File: src/hdl/uniform_grid_broadphase_top_defines.svh
// Assertion macros for the uniform grid broad phase.
// Included by the top level; needs nothing else.
`ifndef UNIFORM_GRID_BROADPHASE_TOP_DEFINES_SVH
`define UNIFORM_GRID_BROADPHASE_TOP_DEFINES_SVH

// same-cycle implication, disabled during reset
`define UGB_ASSERT_NOW(lbl, clk, rst_n, ante, cons, msg) \
    lbl: assert property (@(posedge clk) disable iff (!rst_n) (ante) |-> (cons)) \
        else $error(msg);

// next-cycle implication, disabled during reset
`define UGB_ASSERT_NEXT(lbl, clk, rst_n, ante, cons, msg) \
    lbl: assert property (@(posedge clk) disable iff (!rst_n) (ante) |=> (cons)) \
        else $error(msg);

`endif

File: src/hdl/ugb_pkg.sv
// Types and codes for the uniform grid broad phase.
// No dependencies.
package ugb_pkg;

    typedef enum logic [1:0] {
        OP_ADD   = 2'd0,
        OP_QUERY = 2'd1,
        OP_CLEAR = 2'd2,
        OP_NONE  = 2'd3
    } op_t;

    typedef enum logic [1:0] {
        ST_OK      = 2'd0,
        ST_RANGE   = 2'd1,
        ST_NO_OVLP = 2'd2,
        ST_FULL    = 2'd3
    } status_t;

    typedef enum logic [2:0] {
        REG_ORIGIN_X  = 3'd0,
        REG_ORIGIN_Y  = 3'd1,
        REG_BOUNDS_W  = 3'd2,
        REG_BOUNDS_H  = 3'd3,
        REG_TILE_W    = 3'd4,
        REG_TILE_H    = 3'd5,
        REG_COL_COUNT = 3'd6,
        REG_ROW_COUNT = 3'd7
    } reg_idx_t;

    localparam int APB_AW = 5;

    typedef enum logic [13:0] {
        S_IDLE     = 14'b00000000000001,
        S_CHECK    = 14'b00000000000010,
        S_DIV_LOAD = 14'b00000000000100,
        S_DIV_RUN  = 14'b00000000001000,
        S_DIV_STORE= 14'b00000000010000,
        S_RANGE    = 14'b00000000100000,
        S_ADD_WR   = 14'b00000001000000,
        S_ADD_TAG  = 14'b00000010000000,
        S_Q_RD     = 14'b00000100000000,
        S_Q_CHK    = 14'b00001000000000,
        S_Q_TAG    = 14'b00010000000000,
        S_Q_OUT    = 14'b00100000000000,
        S_Q_END    = 14'b01000000000000,
        S_OUT_WAIT = 14'b10000000000000
    } state_t;

    typedef struct packed {
        logic [1:0]         operation;
        logic signed [31:0] box_x;
        logic signed [31:0] box_y;
        logic [30:0]        box_width;
        logic [30:0]        box_height;
        logic [15:0]        body_tag;
    } in_t;

    typedef struct packed {
        logic [1:0]  status;
        logic        hit_valid;
        logic [15:0] query_tag;
        logic [15:0] hit_tag;
        logic [6:0]  slot;
        logic        last;
    } out_t;

endpackage

File: src/hdl/uniform_grid_broadphase_top.sv
// Uniform grid broad phase: tile marking, tile query and grid clear.
// Uses ugb_pkg and uniform_grid_broadphase_top_defines.svh.
//
// One transaction at a time. An add or query first runs four 32-step
// divisions (box edges over tile size) through one shared restoring
// divider, then walks its tile range: an add writes one tile per cycle,
// a query reads each tile's slot and, for an occupied tile, its tag, and
// waits for each hit result to be taken. Clear and transactions that miss
// the grid finish without the divisions; a range or slots-full rejection
// comes after the divisions. Tile occupancy is held by per-tile valid
// bits, so reset and clear take effect at once.
`include "uniform_grid_broadphase_top_defines.svh"

module uniform_grid_broadphase_top #(
    parameter int MAX_COLS   = 8,
    parameter int MAX_ROWS   = 8,
    parameter int SLOT_COUNT = 64
) (
    input  logic                      aclk,
    input  logic                      aresetn,
    input  logic                      s_valid,
    output logic                      s_ready,
    input  ugb_pkg::in_t              s_data,
    output logic                      m_valid,
    input  logic                      m_ready,
    output ugb_pkg::out_t             m_data,
    input  logic                      psel,
    input  logic                      penable,
    input  logic                      pwrite,
    input  logic [ugb_pkg::APB_AW-1:0] paddr,
    input  logic [31:0]               pwdata,
    output logic [31:0]               prdata,
    output logic                      pready
);
    import ugb_pkg::*;

    localparam int NT  = MAX_COLS * MAX_ROWS;
    localparam int CW  = (MAX_COLS > 1) ? $clog2(MAX_COLS) : 1;
    localparam int RW  = (MAX_ROWS > 1) ? $clog2(MAX_ROWS) : 1;
    localparam int AW  = (NT > 1) ? $clog2(NT) : 1;
    localparam int SW  = $clog2(SLOT_COUNT + 1);
    localparam int NW  = $clog2(SLOT_COUNT + 2);
    localparam int TIW = (SLOT_COUNT > 1) ? $clog2(SLOT_COUNT) : 1;

    logic signed [31:0] origin_x_reg, origin_y_reg;
    logic [30:0] bounds_w_reg, bounds_h_reg, tile_w_reg, tile_h_reg;
    logic [3:0]  col_count_reg, row_count_reg;

    state_t state_reg;
    in_t    in_reg;
    out_t   out_reg;
    logic   out_valid_reg;

    logic signed [33:0] rx0_reg, ry0_reg, rx1_reg, ry1_reg;
    logic [1:0]  div_sel_reg;
    logic [4:0]  div_cnt_reg;
    logic [30:0] div_rem_reg;
    logic [31:0] div_quo_reg;
    logic [31:0] c0_reg, r0_reg;
    logic [32:0] c1_reg, r1_reg;

    logic [CW-1:0] col_reg;
    logic [RW-1:0] row_reg;
    logic [NT-1:0] tile_vld_reg;
    logic          tile_v_reg;
    logic          walk_done_reg;
    logic [NW-1:0] next_slot_reg;

    logic [SW-1:0] cur_slot_reg, pend_slot_reg;
    logic [15:0]   pend_tag_reg;
    logic          pend_valid_reg;

    logic [SW-1:0] tile_mem [NT];
    logic [15:0]   tag_mem [SLOT_COUNT];
    logic [SW-1:0] tile_rd_reg;
    logic [15:0]   tag_rd_reg;

    logic          cfg_we;
    logic [2:0]    cfg_idx;
    logic signed [33:0] bx, by, ox, oy, bw, bh, gw, gh, rx0, ry0;
    logic          overlap;
    logic [30:0]   tw_eff, th_eff, divisor;
    logic [31:0]   shifted, dividend;
    logic [32:0]   diff;
    logic          step_bit;
    logic [30:0]   step_rem;
    logic [32:0]   q_fin;
    logic [32:0]   cols_eff, rows_eff;
    logic [AW-1:0] tile_addr;
    logic          col_last, row_last, walk_end;
    logic          tile_we, tag_we;

    function automatic out_t mk_out(logic [1:0] st, logic hv, logic [15:0] qt,
                                    logic [15:0] ht, logic [6:0] sl, logic lst);
        out_t o;
        o.status    = st;
        o.hit_valid = hv;
        o.query_tag = qt;
        o.hit_tag   = ht;
        o.slot      = sl;
        o.last      = lst;
        return o;
    endfunction

    assign pready  = 1'b1;
    assign cfg_we  = psel && penable && pwrite;
    assign cfg_idx = paddr[4:2];
    assign s_ready = (state_reg == S_IDLE);
    assign m_valid = out_valid_reg;
    assign m_data  = out_reg;

    always_comb begin
        case (reg_idx_t'(cfg_idx))
            REG_ORIGIN_X:  prdata = origin_x_reg;
            REG_ORIGIN_Y:  prdata = origin_y_reg;
            REG_BOUNDS_W:  prdata = {1'b0, bounds_w_reg};
            REG_BOUNDS_H:  prdata = {1'b0, bounds_h_reg};
            REG_TILE_W:    prdata = {1'b0, tile_w_reg};
            REG_TILE_H:    prdata = {1'b0, tile_h_reg};
            REG_COL_COUNT: prdata = {28'd0, col_count_reg};
            REG_ROW_COUNT: prdata = {28'd0, row_count_reg};
            default:       prdata = 32'd0;
        endcase
    end

    always_comb begin
        bx  = 34'(in_reg.box_x);
        by  = 34'(in_reg.box_y);
        ox  = 34'(origin_x_reg);
        oy  = 34'(origin_y_reg);
        bw  = $signed({3'b000, in_reg.box_width});
        bh  = $signed({3'b000, in_reg.box_height});
        gw  = $signed({3'b000, bounds_w_reg});
        gh  = $signed({3'b000, bounds_h_reg});
        overlap = (bx <= ox + gw) && (bx + bw >= ox) && (by <= oy + gh) && (by + bh >= oy);
        rx0 = bx - ox;
        ry0 = by - oy;

        tw_eff  = (tile_w_reg == 31'd0) ? 31'd1 : tile_w_reg;
        th_eff  = (tile_h_reg == 31'd0) ? 31'd1 : tile_h_reg;
        divisor = div_sel_reg[0] ? th_eff : tw_eff;
        case (div_sel_reg)
            2'd0:    dividend = rx0_reg[33] ? 32'd0 : rx0_reg[31:0];
            2'd1:    dividend = ry0_reg[33] ? 32'd0 : ry0_reg[31:0];
            2'd2:    dividend = rx1_reg[31:0];
            default: dividend = ry1_reg[31:0];
        endcase
        shifted  = {div_rem_reg, div_quo_reg[31]};
        diff     = {1'b0, shifted} - {2'b00, divisor};
        step_bit = !diff[32];
        step_rem = step_bit ? diff[30:0] : shifted[30:0];
        q_fin    = {1'b0, div_quo_reg} + 33'((div_sel_reg[1] && in_reg.operation == OP_ADD
                    && div_rem_reg != 31'd0) ? 1 : 0);

        cols_eff = (33'(col_count_reg) > 33'(MAX_COLS)) ? 33'(MAX_COLS) : 33'(col_count_reg);
        rows_eff = (33'(row_count_reg) > 33'(MAX_ROWS)) ? 33'(MAX_ROWS) : 33'(row_count_reg);

        tile_addr = AW'(row_reg) * AW'(MAX_COLS) + AW'(col_reg);
        col_last  = (col_reg == c1_reg[CW-1:0]);
        row_last  = (row_reg == r1_reg[RW-1:0]);
        walk_end  = col_last && row_last;
        tile_we   = (state_reg == S_ADD_WR);
        tag_we    = (state_reg == S_ADD_TAG);
    end

    always_ff @(posedge aclk) begin
        if (tile_we) begin
            tile_mem[tile_addr] <= SW'(next_slot_reg);
        end
        tile_rd_reg <= tile_mem[tile_addr];
        if (tag_we) begin
            tag_mem[TIW'(next_slot_reg - NW'(1))] <= in_reg.body_tag;
        end
        tag_rd_reg <= tag_mem[TIW'(tile_rd_reg - SW'(1))];
    end

    always_ff @(posedge aclk) begin
        if (!aresetn) begin
            origin_x_reg   <= '0;
            origin_y_reg   <= '0;
            bounds_w_reg   <= 31'd524288;
            bounds_h_reg   <= 31'd524288;
            tile_w_reg     <= 31'd65536;
            tile_h_reg     <= 31'd65536;
            col_count_reg  <= 4'd8;
            row_count_reg  <= 4'd8;
            state_reg      <= S_IDLE;
            out_valid_reg  <= 1'b0;
            tile_vld_reg   <= '0;
            next_slot_reg  <= NW'(1);
            pend_valid_reg <= 1'b0;
        end else begin
            if (cfg_we) begin
                case (reg_idx_t'(cfg_idx))
                    REG_ORIGIN_X:  origin_x_reg  <= pwdata;
                    REG_ORIGIN_Y:  origin_y_reg  <= pwdata;
                    REG_BOUNDS_W:  bounds_w_reg  <= pwdata[30:0];
                    REG_BOUNDS_H:  bounds_h_reg  <= pwdata[30:0];
                    REG_TILE_W:    tile_w_reg    <= pwdata[30:0];
                    REG_TILE_H:    tile_h_reg    <= pwdata[30:0];
                    REG_COL_COUNT: col_count_reg <= pwdata[3:0];
                    REG_ROW_COUNT: row_count_reg <= pwdata[3:0];
                    default: ;
                endcase
            end
            case (state_reg)
                S_IDLE: begin
                    if (s_valid) begin
                        in_reg <= s_data;
                        case (op_t'(s_data.operation))
                            OP_ADD, OP_QUERY: state_reg <= S_CHECK;
                            OP_CLEAR: begin
                                tile_vld_reg  <= '0;
                                out_reg       <= mk_out(ST_OK, 1'b0, s_data.body_tag,
                                                        16'd0, 7'd0, 1'b1);
                                out_valid_reg <= 1'b1;
                                state_reg     <= S_OUT_WAIT;
                            end
                            default: begin
                                out_reg       <= mk_out(ST_OK, 1'b0, s_data.body_tag,
                                                        16'd0, 7'd0, 1'b1);
                                out_valid_reg <= 1'b1;
                                state_reg     <= S_OUT_WAIT;
                            end
                        endcase
                    end
                end
                S_CHECK: begin
                    if (!overlap) begin
                        out_reg       <= mk_out(ST_NO_OVLP, 1'b0, in_reg.body_tag,
                                                16'd0, 7'd0, 1'b1);
                        out_valid_reg <= 1'b1;
                        state_reg     <= S_OUT_WAIT;
                    end else begin
                        rx0_reg     <= rx0;
                        ry0_reg     <= ry0;
                        rx1_reg     <= rx0 + bw;
                        ry1_reg     <= ry0 + bh;
                        div_sel_reg <= 2'd0;
                        state_reg   <= S_DIV_LOAD;
                    end
                end
                S_DIV_LOAD: begin
                    div_quo_reg <= dividend;
                    div_rem_reg <= '0;
                    div_cnt_reg <= '0;
                    state_reg   <= S_DIV_RUN;
                end
                S_DIV_RUN: begin
                    div_rem_reg <= step_rem;
                    div_quo_reg <= {div_quo_reg[30:0], step_bit};
                    div_cnt_reg <= div_cnt_reg + 5'd1;
                    if (div_cnt_reg == 5'd31) begin
                        state_reg <= S_DIV_STORE;
                    end
                end
                S_DIV_STORE: begin
                    case (div_sel_reg)
                        2'd0:    c0_reg <= div_quo_reg;
                        2'd1:    r0_reg <= div_quo_reg;
                        2'd2:    c1_reg <= q_fin;
                        default: r1_reg <= q_fin;
                    endcase
                    if (div_sel_reg == 2'd3) begin
                        state_reg <= S_RANGE;
                    end else begin
                        div_sel_reg <= div_sel_reg + 2'd1;
                        state_reg   <= S_DIV_LOAD;
                    end
                end
                S_RANGE: begin
                    if (c1_reg >= cols_eff || r1_reg >= rows_eff) begin
                        out_reg       <= mk_out(ST_RANGE, 1'b0, in_reg.body_tag,
                                                16'd0, 7'd0, 1'b1);
                        out_valid_reg <= 1'b1;
                        state_reg     <= S_OUT_WAIT;
                    end else if (in_reg.operation == OP_ADD &&
                                 32'(next_slot_reg) > 32'(SLOT_COUNT)) begin
                        out_reg       <= mk_out(ST_FULL, 1'b0, in_reg.body_tag,
                                                16'd0, 7'd0, 1'b1);
                        out_valid_reg <= 1'b1;
                        state_reg     <= S_OUT_WAIT;
                    end else begin
                        col_reg        <= c0_reg[CW-1:0];
                        row_reg        <= r0_reg[RW-1:0];
                        pend_valid_reg <= 1'b0;
                        state_reg      <= (in_reg.operation == OP_ADD) ? S_ADD_WR : S_Q_RD;
                    end
                end
                S_ADD_WR: begin
                    tile_vld_reg[tile_addr] <= 1'b1;
                    if (walk_end) begin
                        state_reg <= S_ADD_TAG;
                    end else if (col_last) begin
                        col_reg <= c0_reg[CW-1:0];
                        row_reg <= row_reg + RW'(1);
                    end else begin
                        col_reg <= col_reg + CW'(1);
                    end
                end
                S_ADD_TAG: begin
                    out_reg       <= mk_out(ST_OK, 1'b0, in_reg.body_tag, 16'd0,
                                            7'(next_slot_reg), 1'b1);
                    out_valid_reg <= 1'b1;
                    next_slot_reg <= next_slot_reg + NW'(1);
                    state_reg     <= S_OUT_WAIT;
                end
                S_Q_RD: begin
                    tile_v_reg <= tile_vld_reg[tile_addr];
                    state_reg  <= S_Q_CHK;
                end
                S_Q_CHK: begin
                    walk_done_reg <= walk_end;
                    cur_slot_reg  <= tile_rd_reg;
                    if (!walk_end) begin
                        if (col_last) begin
                            col_reg <= c0_reg[CW-1:0];
                            row_reg <= row_reg + RW'(1);
                        end else begin
                            col_reg <= col_reg + CW'(1);
                        end
                    end
                    if (tile_v_reg && tile_rd_reg != '0) begin
                        state_reg <= S_Q_TAG;
                    end else begin
                        state_reg <= walk_end ? S_Q_END : S_Q_RD;
                    end
                end
                S_Q_TAG: begin
                    pend_slot_reg  <= cur_slot_reg;
                    pend_tag_reg   <= tag_rd_reg;
                    pend_valid_reg <= 1'b1;
                    if (pend_valid_reg) begin
                        out_reg       <= mk_out(ST_OK, 1'b1, in_reg.body_tag, pend_tag_reg,
                                                7'(pend_slot_reg), 1'b0);
                        out_valid_reg <= 1'b1;
                        state_reg     <= S_Q_OUT;
                    end else begin
                        state_reg <= walk_done_reg ? S_Q_END : S_Q_RD;
                    end
                end
                S_Q_OUT: begin
                    if (m_ready) begin
                        out_valid_reg <= 1'b0;
                        state_reg     <= walk_done_reg ? S_Q_END : S_Q_RD;
                    end
                end
                S_Q_END: begin
                    if (pend_valid_reg) begin
                        out_reg <= mk_out(ST_OK, 1'b1, in_reg.body_tag, pend_tag_reg,
                                          7'(pend_slot_reg), 1'b1);
                    end else begin
                        out_reg <= mk_out(ST_OK, 1'b0, in_reg.body_tag, 16'd0,
                                          7'd0, 1'b1);
                    end
                    out_valid_reg <= 1'b1;
                    state_reg     <= S_OUT_WAIT;
                end
                S_OUT_WAIT: begin
                    if (m_ready) begin
                        out_valid_reg <= 1'b0;
                        state_reg     <= S_IDLE;
                    end
                end
                default: state_reg <= S_IDLE;
            endcase
        end
    end

    `UGB_ASSERT_NOW(a_busy_when_out, aclk, aresetn, m_valid, !s_ready, "result pending while ready")
    `UGB_ASSERT_NEXT(a_accept_busy, aclk, aresetn, s_valid && s_ready, !s_ready, "input not held off")
    `UGB_ASSERT_NOW(a_slot_bound, aclk, aresetn, 1'b1, 32'(next_slot_reg) <= 32'(SLOT_COUNT) + 32'd1, "slot counter overran")
    `UGB_ASSERT_NEXT(a_last_ends, aclk, aresetn, m_valid && m_ready && m_data.last, s_ready, "transaction not closed after last result")

endmodule
File: config.mk
export PLATFORM = sky130hd
export DESIGN_NAME = uniform_grid_broadphase_top
export DESIGN_NICKNAME = d
export VERILOG_FILES = /design/src/hdl/ugb_pkg.sv /design/src/hdl/uniform_grid_broadphase_top.sv
export VERILOG_INCLUDE_DIRS = /design/src /design/src/hdl
export SDC_FILE = /design/constraint.sdc
export NUM_CORES = 2
export LEC_CHECK = 0
export ABC_AREA = 1
export BUFFER_PORTS_ARGS = -buffer_cell sky130_fd_sc_hd__buf_4
export CORE_ASPECT_RATIO = 0.75
export CORE_MARGIN = 2
export CORE_UTILIZATION = 57
export DETAILED_ROUTE_END_ITERATION = 8
export PLACE_DENSITY = 0.77
export SLEW_MARGIN = 30
export SYNTH_ARGS = -nofsm -noshare
export SYNTH_HDL_FRONTEND = slang
export SYNTH_SLANG_ARGS = --single-unit
File: constraint.sdc
create_clock -name aclk -period 14.4 [get_ports aclk]
set_clock_uncertainty 0.1 [all_clocks]
set_input_delay 2.16 -clock aclk [delete_from_list [all_inputs] [get_ports aclk]]
set_output_delay 2.16 -clock aclk [all_outputs]
set_load 0.1 [all_outputs]
==> results.sh <==
export IMPL_p_clk_frac=0.351
export IMPL_hold_viol_final=0
export IMPL_tns_ns=0
export IMPL_vias=78900
export IMPL_switching_share=0.287
export IMPL_synth_top_area_cell="edfxtp_1"
export IMPL_crit_type="reg -> reg"
export IMPL_netlist_area_um2=106000
export IMPL_r2r_start="bw[0]"
export IMPL_synth_top_family_by_area="compound AO/OA/AOI/OAI gates"
export IMPL_fp_dieH_um=378
export IMPL_vias_per_cell=6.31
export IMPL_grt_max_degree=193
export IMPL_status="finished clean"
export IMPL_synth_top_cell_area_share=0.556
export IMPL_fmax_mhz=131
export IMPL_ir_drop_v=0.000117
export IMPL_fillCellCount=14000
export IMPL_drc_errors=0
export IMPL_cts_resized=0
export IMPL_p_comb_frac=0.171
export IMPL_finalCritPeriodShare=0.532
export IMPL_setup_slack_ns=6.74
export IMPL_multiInputGateArea_um2=37200
export IMPL_arrival_ns=8.00
export IMPL_grt_usage=0.332
export IMPL_ios=266
export IMPL_syn_area_per_cell_um2=11.1
export IMPL_pre_cts_ws_ns=6.93
export IMPL_synth_mux_area_fraction=0.0166
export IMPL_dieArea_um2=190000
export IMPL_coreArea_um2=186000
export IMPL_ys_types=74
export IMPL_synth_compound_area_frac=0.129
export IMPL_rsz0062_at_grt="no"
export IMPL_synth_simple_area_share=0.121
export IMPL_die_w_um=503
export IMPL_post_route_cells_drive_above_1_share=0.101
export IMPL_cap_violations=0
export IMPL_cts_tree="built"
export IMPL_start_util=0.573
export IMPL_area_delta_synth_final_pct=11.4
export IMPL_register_area_um2=65300
export IMPL_rrSetupSlack_ns=6.74
export IMPL_ctsHtreeMaxLevel=4
export IMPL_slew_violations=0
export IMPL_max_slew_margin=0.128
export IMPL_cts_buffers=206
export IMPL_period_minus_slack_ns=7.66
export IMPL_cellPowerDensity_nw_per_um2=134
export IMPL_fin_area_um2=119000
export IMPL_synthAdderAreaFrac=0.0529
export IMPL_antenna_found_initial=22
export IMPL_grt_pass1_vias=73000
export IMPL_numPortBuffers=262
export IMPL_insertion_delay_ns=0.89
export IMPL_synth_cells=9570
export IMPL_cp_end_kind="flop"
export IMPL_async_flop_share=0
export IMPL_ant_nets=0
export IMPL_yosys_cell_count_top_type="edfxtp_1"
export IMPL_p_sw_uw=4560
export IMPL_worstHoldPathCells=0
export IMPL_holdCritStartpoint="tag_rd_reg[0]"
export IMPL_yosys_warnings=0
export IMPL_largest_register_ffs=1024
export IMPL_worstHoldPathType="reg -> reg"
export IMPL_drtIter0Drc=12000
export IMPL_synth_fp_nets=10200
export IMPL_hold_end="pend_tag_reg[0]"
export IMPL_clkSinkCount=2275
export IMPL_place_area_um2=112000
export IMPL_clockBufferDepth=3
export IMPL_synthTopCellsByCount="edfxtp_1 (1969), nand2_1 (1187), nor2_1 (1104)"
export IMPL_grt_pass1_wl_um=469000
export IMPL_cts_root_buffer="clkbuf_16"
export IMPL_routed_wl_um=322000
export IMPL_worstPathMaxFanout=77
export IMPL_ff2ff_path_depth=27
export IMPL_overflow=0
export IMPL_r2r_end="rx1_reg[16]"
export IMPL_routabilityCongestion=1.05
export IMPL_dp_hpwl_um=222000
export IMPL_critical_path_required_ns=14.74
export IMPL_dr_pass1_iters=8
export IMPL_path_clk_slew_ns=0.07
export IMPL_finalNetCount=10400
export IMPL_rows=137
export IMPL_p_leak_uw=0.0419
export IMPL_synth_xor_area_share=0.0253
export IMPL_cts_setup_buffers=0
export IMPL_synth_seq_cells=2275
export IMPL_crit_path_start_kind="flop"
export IMPL_synthFlopType="edfxtp_1"
export IMPL_internal_power_uw=11300
export IMPL_synth_seq_area_share=0.613
export IMPL_wl_per_cell_um=25.8
export IMPL_synth_edf_count=1969
export IMPL_synth_area_leaders="edfxtp_1 (56%), dfxtp_1 (5.8%), ha_1 (5.1%)"
export IMPL_tightestPinTransition_ns=1.30
export IMPL_pwr_share_seq=0.478
export IMPL_cts_hold_buf=0
export IMPL_setup_viol=0
-- layout make-up --
class,count,share of cell area
Antenna cell,9,0.000190
Clock buffer,263,0.0462
Clock inverter,126,0.0120
Inverter,716,0.0228
Multi-Input combinational cell,6171,0.314
Sequential cell,2275,0.550
Tap cell,2502,0.0264
Timing Repair Buffer,436,0.0281
-- worst max-delay path, stage by stage, from the launching register on --
cell,delay [ns]
edfxtp_1,0.53
ha_1,0.27
inv_1,0.07
fa_1,0.41
nand3b_1,0.17
nand2_1,0.12
a21oi_1,0.20
o21ai_0,0.77
a31oi_1,0.30
o21ai_0,0.49
a21oi_1,0.16
xnor2_1,0.21
ha_1,0.27
nand2_1,0.07
nand2_1,0.05
nand2_1,0.05
nand2_1,0.07
nand2_1,0.07
nand2_1,0.06
a21oi_1,0.18
nand3_1,0.10
nand2_1,0.06
nand2_1,0.05
nor2_1,0.34
nand4_1,0.46
nor2_4,0.22
buf_6,0.59
buf_4,0.69
-- metal layers --
metal	GRT usage	routed length (µm)	vias to the layer above
met3	0.0880	41000	624
met5	0.00563	214	-
met2	0.474	136000	4758
met4	0.116	12500	10
li1	-	-	35300
met1	0.488	132000	38200
-- kinds of logic after synthesis --
kind of cell	count (synthesis)
other	1
adder cells (fa/ha/maj)	445
AO/OA/AOI/OAI	2215
multiplexers	176
XOR/XNOR	308
flip-flops	2275
buffers and inverters	1124
AND/OR/NAND/NOR	3026
-- how the worst max path moves through the flow --
stage               startpoint           to  slack [ns]  cells after the start
detailed placement       bw[0]  rx0_reg[22]        6.93                     27
global placement         bw[0]  rx0_reg[22]        7.00                     27
CTS                      bw[0]  rx0_reg[18]        6.82                     27
finish                   bw[0]  rx1_reg[16]        6.74                     27
global route             bw[0]  rx1_reg[16]        6.48                     27
floorplan              aresetn        bh[0]        0.85                      4
-- power groups by stage --
stage	logic [µW]	clock network (µW)	registers, µW
floorplan	1590	0	7930
global placement	2590	0	7720
detailed placement	2640	0	7720
CTS	2650	5600	7580
global route	2960	5850	7580
finish	2710	5580	7580
-- through the flow --
| stage | total power, µW | hold slack [ns] | util | cells |
|---|---|---|---|---|
| after floorplan | 9520 | 0.286 | - | 9570 |
| after global placement | 10300 | 0.289 | 0.599 | 12100 |
| after detailed placement | 10400 | 0.291 | 0.600 | 12100 |
| after CTS | 15800 | 0.308 | 0.638 | 12500 |
| after global routing | 16400 | 0.313 | 0.638 | 12500 |
| final | 15900 | 0.311 | 0.638 | 12500 |
-- cells in the final DEF, fill, tap and decap left out, drive strengths merged, types with 91 or more instances in the layout --
master	netlist	final
o221ai	202	202
xnor2	110	110
ha	436	436
nor3	166	166
clkbuf	297	263
edfxtp	1969	1969
nor2	1116	1116
nand2	1194	1194
inv	709	711
nand4	122	122
o21ai	843	843
mux2i	176	176
xor2	198	198
dfxtp	306	306
a21oi	563	563
nand3	339	339
a221oi	91	91
buf	111	436
clkinv	7	100
Note: power is estimated with default switching activity, not from simulation.
